File: src/mla_pkg.sv
// Shared types, constants and register indexes of the mipmap level address table.
package mla_pkg;

    localparam int MAX_LEVEL   = 8;
    localparam int TOP_LOG2    = 8;
    localparam int LEVEL_W     = 4;
    localparam int NUM_TERMS   = MAX_LEVEL + 2;
    localparam int EXP_W       = 5;
    localparam int ADDR_W      = 32;
    localparam int MASK_W      = 8;
    localparam int SHIFT_W     = 4;
    localparam int TOPW_W      = 9;
    localparam int CFG_IDX_W   = 3;
    localparam int ASPECT_W    = 2;
    localparam int FLAGS_W     = 6;

    localparam logic [LEVEL_W-1:0] LEVEL_LIMIT = LEVEL_W'(MAX_LEVEL + 1);
    localparam logic [LEVEL_W-1:0] TOP_EXP     = LEVEL_W'(TOP_LOG2);

    localparam logic [CFG_IDX_W-1:0] REG_ASPECT    = 3'd0;
    localparam logic [CFG_IDX_W-1:0] REG_FLAGS     = 3'd1;
    localparam logic [CFG_IDX_W-1:0] REG_BASE_ZERO = 3'd2;
    localparam logic [CFG_IDX_W-1:0] REG_BASE_ONE  = 3'd3;
    localparam logic [CFG_IDX_W-1:0] REG_BASE_TWO  = 3'd4;
    localparam logic [CFG_IDX_W-1:0] REG_BASE_REST = 3'd5;

    localparam int FLG_S_WIDE = 0;
    localparam int FLG_SPLIT  = 1;
    localparam int FLG_ODD    = 2;
    localparam int FLG_MULTI  = 3;
    localparam int FLG_TRI    = 4;
    localparam int FLG_WIDE16 = 5;

    typedef struct packed {
        logic [ASPECT_W-1:0] aspect_ratio;
        logic [FLAGS_W-1:0]  level_flags;
        logic [ADDR_W-1:0]   base_zero;
        logic [ADDR_W-1:0]   base_one;
        logic [ADDR_W-1:0]   base_two;
        logic [ADDR_W-1:0]   base_rest;
    } t_cfg;

    typedef struct packed {
        logic [ADDR_W-1:0]  level_start;
        logic [ADDR_W-1:0]  level_stop;
        logic [MASK_W-1:0]  width_mask;
        logic [MASK_W-1:0]  height_mask;
        logic [SHIFT_W-1:0] row_shift;
        logic [LEVEL_W-1:0] source_level;
        logic [TOPW_W-1:0]  top_width;
    } t_desc;

endpackage

File: src/mla_cfg_regs.sv
// Configuration register file of the mipmap level address table.
module mla_cfg_regs (
    input  logic                         i_clk,
    input  logic                         i_rst_n,
    input  logic                         i_cfg_valid,
    input  logic [mla_pkg::CFG_IDX_W-1:0] i_cfg_index,
    input  logic [mla_pkg::ADDR_W-1:0]   i_cfg_data,
    output mla_pkg::t_cfg                o_cfg
);
    import mla_pkg::*;

    t_cfg r_cfg;
    t_cfg n_cfg;

    always_comb begin
        n_cfg = r_cfg;
        if (i_cfg_valid) begin
            unique case (i_cfg_index)
                REG_ASPECT:    n_cfg.aspect_ratio = i_cfg_data[ASPECT_W-1:0];
                REG_FLAGS:     n_cfg.level_flags  = i_cfg_data[FLAGS_W-1:0];
                REG_BASE_ZERO: n_cfg.base_zero    = i_cfg_data;
                REG_BASE_ONE:  n_cfg.base_one     = i_cfg_data;
                REG_BASE_TWO:  n_cfg.base_two     = i_cfg_data;
                REG_BASE_REST: n_cfg.base_rest    = i_cfg_data;
                default:       n_cfg = r_cfg;
            endcase
        end
    end

    always_ff @(posedge i_clk) begin
        if (!i_rst_n) begin
            r_cfg <= '0;
        end else begin
            r_cfg <= n_cfg;
        end
    end

    assign o_cfg = r_cfg;

endmodule

File: src/mla_level_calc.sv
// Combinational descriptor computation for one requested mipmap level.
module mla_level_calc (
    input  mla_pkg::t_cfg               i_cfg,
    input  logic [mla_pkg::LEVEL_W-1:0] i_level,
    output mla_pkg::t_desc              o_desc
);
    import mla_pkg::*;

    logic               s_wide, split, odd, multi, tri_en, wide16;
    logic [LEVEL_W-1:0] req;
    logic [LEVEL_W-1:0] req_inc;
    logic [LEVEL_W-1:0] src;
    logic [LEVEL_W-1:0] ew, eh, ewf, ehf;
    logic [ADDR_W-1:0]  off;
    logic [ADDR_W-1:0]  base;
    logic [ADDR_W-1:0]  start;
    logic [EXP_W-1:0]   size_exp;
    logic [TOPW_W-1:0]  w_full, h_full;

    assign s_wide = i_cfg.level_flags[FLG_S_WIDE];
    assign split  = i_cfg.level_flags[FLG_SPLIT];
    assign odd    = i_cfg.level_flags[FLG_ODD];
    assign multi  = i_cfg.level_flags[FLG_MULTI];
    assign tri_en = i_cfg.level_flags[FLG_TRI];
    assign wide16 = i_cfg.level_flags[FLG_WIDE16];

    assign req     = (i_level > LEVEL_LIMIT) ? LEVEL_LIMIT : i_level;
    assign req_inc = req + LEVEL_W'(1);

    // Trilinear mode steps by two and counts only levels of one parity.
    always_comb begin
        priority if (!tri_en) begin
            src = (odd && req != '0) ? req - LEVEL_W'(1) : req;
        end else if (odd) begin
            src = {req[LEVEL_W-1:1], 1'b1};
        end else begin
            src = {req_inc[LEVEL_W-1:1], 1'b0};
        end
    end

    assign ew = s_wide ? TOP_EXP : TOP_EXP - LEVEL_W'(i_cfg.aspect_ratio);
    assign eh = s_wide ? TOP_EXP - LEVEL_W'(i_cfg.aspect_ratio) : TOP_EXP;

    // Every level size is a distinct power of two, so each term is a single bit
    // and the terms are merged without any carries.
    always_comb begin
        off = '0;
        for (int j = 0; j < NUM_TERMS; j++) begin
            if ((LEVEL_W'(j) < src) && (!split || (j[0] == odd))
                    && (LEVEL_W'(j) <= ew) && (LEVEL_W'(j) <= eh)) begin
                off = off | (ADDR_W'(1) << (EXP_W'(ew) + EXP_W'(eh) + EXP_W'(wide16)
                                            - EXP_W'(2 * j)));
            end
        end
    end

    always_comb begin
        if (multi) begin
            unique case (src)
                LEVEL_W'(0): base = i_cfg.base_zero;
                LEVEL_W'(1): base = i_cfg.base_one;
                LEVEL_W'(2): base = i_cfg.base_two;
                default:     base = i_cfg.base_rest;
            endcase
        end else begin
            base = i_cfg.base_zero;
        end
    end

    assign ewf      = (src >= ew) ? '0 : ew - src;
    assign ehf      = (src >= eh) ? '0 : eh - src;
    assign size_exp = EXP_W'(ewf) + EXP_W'(ehf) + EXP_W'(wide16);
    assign w_full   = (TOPW_W'(1) << ewf) - TOPW_W'(1);
    assign h_full   = (TOPW_W'(1) << ehf) - TOPW_W'(1);
    assign start    = base + off;

    always_comb begin
        o_desc.level_start  = start;
        o_desc.level_stop   = start + (ADDR_W'(1) << size_exp);
        o_desc.width_mask   = w_full[MASK_W-1:0];
        o_desc.height_mask  = h_full[MASK_W-1:0];
        o_desc.row_shift    = SHIFT_W'(ewf);
        o_desc.source_level = src;
        o_desc.top_width    = TOPW_W'(1) << ew;
    end

endmodule

File: src/mip_level_address_table.sv
// Top level of the mipmap level address table.
//
// A requested mipmap level enters on the input channel (i_valid, o_ready,
// i_level_index) and its memory descriptor leaves on the output channel
// (o_valid, i_ready, o_level_*). Indexes above the last level plus one are
// saturated. Configuration registers are written through their own channel,
// which is always ready; they may only change while no beat is in flight.
// A beat is captured in an input register, the descriptor is computed by
// shift-and-add logic, and the result is held in an output register, which
// drives o_valid once the beat has passed through the input register. While
// the receiver does not stall, one beat is taken every cycle; the throughput
// is set by the single pass through the descriptor logic between the two
// registers. When the receiver stalls, the output register holds its beat and
// the input register still accepts one more beat before o_ready falls. Reset
// empties both registers and clears all configuration registers to zero.
module mip_level_address_table (
    input  logic                          i_clk,
    input  logic                          i_rst_n,
    input  logic                          i_cfg_valid,
    output logic                          o_cfg_ready,
    input  logic [mla_pkg::CFG_IDX_W-1:0] i_cfg_index,
    input  logic [mla_pkg::ADDR_W-1:0]    i_cfg_data,
    input  logic                          i_valid,
    output logic                          o_ready,
    input  logic [mla_pkg::LEVEL_W-1:0]   i_level_index,
    output logic                          o_valid,
    input  logic                          i_ready,
    output logic [mla_pkg::ADDR_W-1:0]    o_level_start,
    output logic [mla_pkg::ADDR_W-1:0]    o_level_stop,
    output logic [mla_pkg::MASK_W-1:0]    o_width_mask,
    output logic [mla_pkg::MASK_W-1:0]    o_height_mask,
    output logic [mla_pkg::SHIFT_W-1:0]   o_row_shift,
    output logic [mla_pkg::LEVEL_W-1:0]   o_source_level,
    output logic [mla_pkg::TOPW_W-1:0]    o_top_width
);
    import mla_pkg::*;

    t_cfg               cfg;
    t_desc              desc;
    logic               r_in_valid;
    logic [LEVEL_W-1:0] r_level;
    logic               r_out_valid;
    t_desc              r_desc;
    logic               out_ready;
    logic               in_ready;

    assign o_cfg_ready = 1'b1;

    mla_cfg_regs u_cfg (
        .i_clk       (i_clk),
        .i_rst_n     (i_rst_n),
        .i_cfg_valid (i_cfg_valid),
        .i_cfg_index (i_cfg_index),
        .i_cfg_data  (i_cfg_data),
        .o_cfg       (cfg)
    );

    mla_level_calc u_calc (
        .i_cfg   (cfg),
        .i_level (r_level),
        .o_desc  (desc)
    );

    assign out_ready = !r_out_valid || i_ready;
    assign in_ready  = !r_in_valid || out_ready;
    assign o_ready   = in_ready;

    always_ff @(posedge i_clk) begin
        if (!i_rst_n) begin
            r_in_valid  <= 1'b0;
            r_out_valid <= 1'b0;
        end else begin
            if (in_ready) begin
                r_in_valid <= i_valid;
            end
            if (out_ready) begin
                r_out_valid <= r_in_valid;
            end
        end
    end

    always_ff @(posedge i_clk) begin
        if (in_ready && i_valid) begin
            r_level <= i_level_index;
        end
        if (out_ready && r_in_valid) begin
            r_desc <= desc;
        end
    end

    assign o_valid        = r_out_valid;
    assign o_level_start  = r_desc.level_start;
    assign o_level_stop   = r_desc.level_stop;
    assign o_width_mask   = r_desc.width_mask;
    assign o_height_mask  = r_desc.height_mask;
    assign o_row_shift    = r_desc.row_shift;
    assign o_source_level = r_desc.source_level;
    assign o_top_width    = r_desc.top_width;

endmodule

File: config.mk
export PLATFORM = sky130hd
export DESIGN_NAME = mip_level_address_table
export DESIGN_NICKNAME = d
export VERILOG_FILES = /design/src/mla_pkg.sv /design/src/mla_cfg_regs.sv /design/src/mla_level_calc.sv /design/src/mip_level_address_table.sv
export SDC_FILE = /design/constraint.sdc
export NUM_CORES = 1
export LEC_CHECK = 0
export BUFFER_PORTS_ARGS = -buffer_cell sky130_fd_sc_hd__clkbuf_2
export CAP_MARGIN = 10
export CORE_ASPECT_RATIO = 1.1
export CORE_UTILIZATION = 40
export CTS_CLUSTER_SIZE = 8
export DETAILED_ROUTE_END_ITERATION = 16
export SKIP_CTS_REPAIR_TIMING = 1
export SLEW_MARGIN = 15
export SYNTH_ARGS = -nofsm -noshare
export SYNTH_HDL_FRONTEND = slang
export SYNTH_SLANG_ARGS = --single-unit
File: constraint.sdc
create_clock -name i_clk -period 8.45 [get_ports i_clk]
set_clock_uncertainty 0.2 [all_clocks]
set_input_delay 2.1125 -clock i_clk [delete_from_list [all_inputs] [get_ports i_clk]]
set_output_delay 2.1125 -clock i_clk [all_outputs]
set_load 0.01 [all_outputs]
==> flow_summary.toml, run 1 <==
[status]
status = "finished clean"

[setup_path]
worst_path_most_repeated_cell = "fa_2"
slowest_delay_ps = 540
crit_family = "compound AO/OA/AOI/OAI gates"
cp-start-kind = "register"
cp.arrival_ps = 8280
required_ps = 8630
worst_setup_path_end_kind = "register"
path_max_fanout = 5
cp_slowest_cell = "fa_2"
crit_type = "reg2reg"
path_buf_inv = 2

[grt]
gr-usage-all-layers = 0.220
grt_pass1_wl_mm = 67.5
overflow = 0
grt_pass1_vias = 12600
grt_max_degree = 139
antenna_found_initial = 3

[synth]
ys_seq_elements = 239
avgSynthCellArea_sq_um = 8.54
synth_cells = 1767
netlist_area_sq_um = 15100
seq_area_frac_synth = 0.384
ys_async_sr_fraction = 0
synth-edff-count = 101
ys_warn_count = 0
synth_flop_cell = "dfxtp_1"
synth_cell_types = 79

[detailed_routing]
wl_per_cell_um = 17.7
route.detailed.drc = 0
wl_met1_mm = 19.0
drt_iter0_drc = 755
wl_met3_mm = 2.39
wirelength_mm = 42.7
topRoutingLayerUsed = "met5"
route.met2.wl_mm = 20.4
num_vias = 13100
antenna_left = 0
first_pass_iters = 5
viasPerCell = 5.43

[sta]
setup_ws_ps = 350
layout_min_cycle_time_ps = 8100
setup-violations-final = 0
finalHoldViolCount = 0
drv_slew = 0
max_slew.worst_pin.slew_ps = 990
finalSetupTns_ps = 0
fmax_mhz = 123
finalCritPeriodShare = 0.959
slew_headroom = 0.339

[power_and_ir_drop]
p_leak_nw = 7.09
powerDensity_nw_per_um2 = 189
power_mw = 3.32
peakVddDrop_uv = 133

[placed_design]
placed_area_sq_um = 16500
preCtsSetupSlack_ps = -34.8
io_buffers = 142
place_hpwl_mm = 30.4
gp_congestion = 0.898

[cells_and_area]
post-route-util = 0.474
diodes = 0
area_growth_pct = 16.7
drive_gt1_frac = 0.161
design_area_sq_um = 17600
fillerInstances = 3599
fin_nets = 2050

[floorplanning]
core_sq_um = 37100
initial_core_util = 0.406
dieWidth_um = 187
rows = 74
die_height_um = 206
ios = 144
die_area_sq_um = 38500

[min_path]
hp-class = "reg2reg"

[clock_tree]
htreeDepth = 2
cts_root_buf = "clkbuf_16"
clock-sinks = 239
cts_buffer_depth = 3
clk_latency_ps = 530
cts_inserted_buffers = 35
cts_tree = "yes"
clk_pin_slew_worst_paths_ps = 50

[job]
maxCapViolations = 0
==> stage by stage <==
step	hold WS, ps	cells
floorplan	240	1770
global placement	251	2357
detailed placement	261	2357
CTS	267	2404
global route	280	2413
finish	263	2413
==> layer usage <==
| layer | global-route usage | up-vias |
|---|---|---|
| li1 | - | 6551 |
| met1 | 0.277 | 6132 |
| met2 | 0.383 | 351 |
| met3 | 0.0385 | 71 |
| met4 | 0.0644 | 6 |
| met5 | 0 | - |
==> cell usage in the layout (no fill, tap or decap), types with 25 or more instances in the layout <==
| master | Yosys | layout |
|---|---|---|
| nand2_1 | 369 | 366 |
| clkbuf_2 | 0 | 141 |
| dfxtp_1 | 138 | 136 |
| a21boi_0 | 131 | 130 |
| nor2_1 | 120 | 116 |
| edfxtp_1 | 101 | 101 |
| ha_1 | 88 | 86 |
| a21oi_1 | 84 | 84 |
| o21ai_0 | 67 | 65 |
| inv_1 | 56 | 54 |
| buf_4 | 2 | 52 |
| xnor2_1 | 53 | 51 |
| clkbuf_16 | 0 | 35 |
| a21o_1 | 34 | 34 |
| o211ai_1 | 29 | 29 |
| nor2b_1 | 31 | 28 |
| nor3_1 | 26 | 25 |
==> kinds of logic after synthesis <==
logic type | Yosys count | synth area share
AO/OA/AOI/OAI | 500 | 0.230
buffers and inverters | 156 | 0.0401
multiplexers | 34 | 0.0234
XOR/XNOR | 76 | 0.0451
flip-flops | 239 | 0.384
other | 2 | 0.000498
adder cells (fa/ha/maj) | 97 | 0.0849
AND/OR/NAND/NOR | 663 | 0.192
==> synth_stat cells (10+ instances only) <==
cell type    n  area share
mux2i_1     24       0.016
o21bai_1    11      0.0055
a21boi_0   131       0.065
ha_1        88       0.073
inv_1       56       0.014
a21o_1      34       0.017
nand2b_1    26       0.011
xnor2_1     53       0.031
nor4_1      10      0.0041
nand3_1     23      0.0076
a21oi_1     84       0.028
nor2_1     120       0.030
and3_1      13      0.0054
nor3_1      26      0.0086
edfxtp_1   101        0.20
clkbuf_1    84       0.021
a211oi_1    11      0.0055
a31oi_1     24       0.010
nand2_1    369       0.092
or2_2       10      0.0041
nor2b_1     31       0.013
o21a_1      10      0.0050
o22ai_1     13      0.0054
o221ai_1    15      0.0087
o211ai_1    29       0.014
o21ai_0     67       0.022
xor2_1      22       0.013
mux2_2      10      0.0075
or3_1       11      0.0046
dfxtp_1    138        0.18
==> tightest hold or removal path, cell delays in order (launching register included) <==
cell      delay, ps
dfxtp_1         300
nand2_1          50
a21boi_0         60
==> flip-flops by register name, indices dropped and copies added, names as in the netlist <==
name / flops
u_cfg.o_cfg: 136
o_level_start: 32
o_level_stop: 32
o_top_width: 9
o_height_mask: 8
o_width_mask: 8
o_row_shift: 4
o_source_level: 4
r_level: 4
o_valid: 1
r_in_valid: 1
==> worst paths after layout <==
kind                            startpoint                          end  slack (ps)  cells after the start
min reg2reg    u_cfg.o_cfg[9]$_SDFFE_PN0P_  u_cfg.o_cfg[9]$_SDFFE_PN0P_         260                      2
max          u_cfg.o_cfg[128]$_SDFFE_PN0P_   o_level_stop[28]$_DFFE_PP_         350                     33
max reg2reg  u_cfg.o_cfg[128]$_SDFFE_PN0P_   o_level_stop[28]$_DFFE_PP_         350                     33
min            u_cfg.o_cfg[9]$_SDFFE_PN0P_  u_cfg.o_cfg[9]$_SDFFE_PN0P_         260                      2
==> power breakdown <==
group | leakage, nW | switching, mW | total [mW] | internal (mW)
combinational | 4.55 | 0.466 | 0.750 | 0.283
clock | 0.466 | 0.512 | 1.27 | 0.754
sequential | 2.07 | 0.0201 | 1.31 | 1.29
total | 7.09 | 0.999 | 3.32 | 2.33
==> layout make-up <==
class	count	area, sq um	area share
clock buffer	44	910	0.0517
timing repair buffer	196	1130	0.0643
multi-input combinational	1375	8860	0.503
inverter	62	233	0.0132
sequential	239	5800	0.329
tap	494	618	0.0351
clock inverter	3	48.8	0.00277
(Power assumes the default switching activity.)
==> run 2: changes to the inputs <==
--- a/config.mk
+++ b/config.mk
@@ -7,10 +7,13 @@
 export LEC_CHECK = 0
 export BUFFER_PORTS_ARGS = -buffer_cell sky130_fd_sc_hd__clkbuf_2
 export CAP_MARGIN = 10
+export CELL_PAD_IN_SITES_DETAIL_PLACEMENT = 1
+export CELL_PAD_IN_SITES_GLOBAL_PLACEMENT = 2
 export CORE_ASPECT_RATIO = 1.1
-export CORE_UTILIZATION = 40
+export CORE_UTILIZATION = 33
 export CTS_CLUSTER_SIZE = 8
 export DETAILED_ROUTE_END_ITERATION = 16
+export PLACE_DENSITY_LB_ADDON = 0.1
 export SKIP_CTS_REPAIR_TIMING = 1
 export SLEW_MARGIN = 15
 export SYNTH_ARGS = -nofsm -noshare
==> run 2 against run 1 <==
  * Via count grew 1.4%
  * First-iteration DRC count shrank 38%
  * Utilization shrank 6.9 points
  * Worst setup slack lost 160 ps
  * Combinational power grew 9.3%
  * Non-clock buffer count grew 33
  * Critical path depth is the same
  * Largest cell class unchanged
==> flow_summary.toml, run 2 (synthesis gave the netlist of run 1 again) <==
[floorplanning]
core_sq_um = 44800
rows = 81
dieWidth_um = 206
die_height_um = 226
initial_core_util = 0.337
ios = 144
die_area_sq_um = 46600

[detailed_routing]
viasPerCell = 5.25
first_pass_iters = 5
wirelength_mm = 50.0
num_vias = 13300
wl_per_cell_um = 19.8
route.detailed.drc = 0
drt_iter0_drc = 471
antenna_left = 0

[setup_path]
cp.arrival_ps = 8440
path_buf_inv = 2
crit_type = "reg2reg"
slowest_delay_ps = 610
crit_family = "compound AO/OA/AOI/OAI gates"
worst_path_most_repeated_cell = "fa_2"
path_max_fanout = 5
required_ps = 8630
worst_setup_path_end_kind = "register"
cp-start-kind = "register"
cp_slowest_cell = "fa_2"

[cells_and_area]
fin_nets = 2083
layout_commonest_cell = "nand2_1"
diodes = 0
drive_gt1_frac = 0.192
fin_cells = 2533
layout_common_cells = "364 x nand2_1, 141 x clkbuf_2, 136 x dfxtp_1, 129 x a21boi_0, 113 x nor2_1"
post-route-util = 0.405
largest_reg_flops = 136
area_growth_pct = 20.2
fillerInstances = 5248

[power_and_ir_drop]
net-switching-power_mw = 1.04
seqPwrFrac = 0.385
power.share.clock = 0.374
p_leak_nw = 7.24
p_comb_frac = 0.241
power_mw = 3.40
peakVddDrop_uv = 103
switching_share = 0.305
powerDensity_nw_per_um2 = 188
p_int_mw = 2.36

[placed_design]
io_buffers = 142
place_hpwl_mm = 37.2
gp_congestion = 0.890
placed_cells = 2469

[grt]
grt_pass1_wl_mm = 78.2
gr-usage-all-layers = 0.218
overflow = 0
grt_max_degree = 77
grt_pass1_vias = 13700
antenna_found_initial = 0

[clock_tree]
clk_pin_slew_worst_paths_ps = 60
cts_inserted_buffers = 35
cts_root_buf = "clkbuf_16"
clk_latency_ps = 550
cts_tree = "yes"
cts_buffer_depth = 3
htreeDepth = 2
clock-sinks = 239

[sta]
layout_min_cycle_time_ps = 8260
slew_headroom = 0.300
drv_slew = 0
max_slew.worst_pin.slew_ps = 1050
rsz0062_at_grt = "yes"
finalHoldViolCount = 0
finalCritPeriodShare = 0.978
holdWs_ps = 265
fmax_mhz = 121
setup-violations-final = 0

[min_path]
hp-class = "reg2reg"

[status]
status = "finished clean"

[job]
maxCapViolations = 0
## run 2: cell count changes in the layout (fill, tap and decap cells not counted), sizes merged
cell,delta
clkbuf,+1
inv,-1
buf,+33
## run 2: path summary, 6_finish.rpt
path                                 startpoint  cells after the start  slack, ps                            to
hold / removal     u_cfg.o_cfg[43]$_SDFFE_PN0P_                      2        260  u_cfg.o_cfg[43]$_SDFFE_PN0P_
setup / recovery  u_cfg.o_cfg[128]$_SDFFE_PN0P_                     33        190    o_level_stop[28]$_DFFE_PP_
setup reg to reg  u_cfg.o_cfg[128]$_SDFFE_PN0P_                     33        190    o_level_stop[28]$_DFFE_PP_
hold reg to reg    u_cfg.o_cfg[43]$_SDFFE_PN0P_                      2        260  u_cfg.o_cfg[43]$_SDFFE_PN0P_
## run 2: per-layer routing
layer / part of all wire / track usage / vias up
met5: 0 / 0 / -
met4: 0.023 / 0.0667 / 0
met3: 0.027 / 0.0267 / 71
met2: 0.50 / 0.393 / 178
met1: 0.45 / 0.269 / 6444
li1: - / - / 6596
## run 2: cell type report
type	count	area, sq um	area share
clock buffers	45	935	0.0515
multi-input cells	1375	9040	0.499
clock inverters	2	25.0	0.00138
repair buffers	229	1360	0.0752
flip-flops and latches	239	5800	0.320
inverters	62	238	0.0131
well taps	581	727	0.0401
## run 2: metrics by stage
stage / instance area [sq um] / setup TNS, ps / setup slack (ps)
2_1_floorplan: 15100 / 0 / 7.13
3_3_place_gp: 16800 / 0 / 122
3_5_place_dp: 16800 / -138 / -75.4
4_1_cts: 17700 / -272 / -108
5_1_grt: 18100 / -172 / -93.6
6_report: 18100 / 0 / 188
## run 2: worst register-to-register path, delay by kind of cell, from the launching register on
kind	cells	cell delay, ps
xor+xnor	2	320
compound gates	12	2610
fa+ha+maj	7	2450
simple gates	8	1450
mux	2	570
flops	1	360
buf+inv	2	100
## run 2: power by group through the flow
stage / registers (mW) / logic [mW] / clock network [mW]
2_1_floorplan: 1.35 / 0.477 / 0
3_3_place_gp: 1.33 / 0.776 / 0
3_5_place_dp: 1.33 / 0.788 / 0
4_1_cts: 1.31 / 0.793 / 1.32
5_1_grt: 1.31 / 0.904 / 1.36
6_report: 1.31 / 0.820 / 1.27
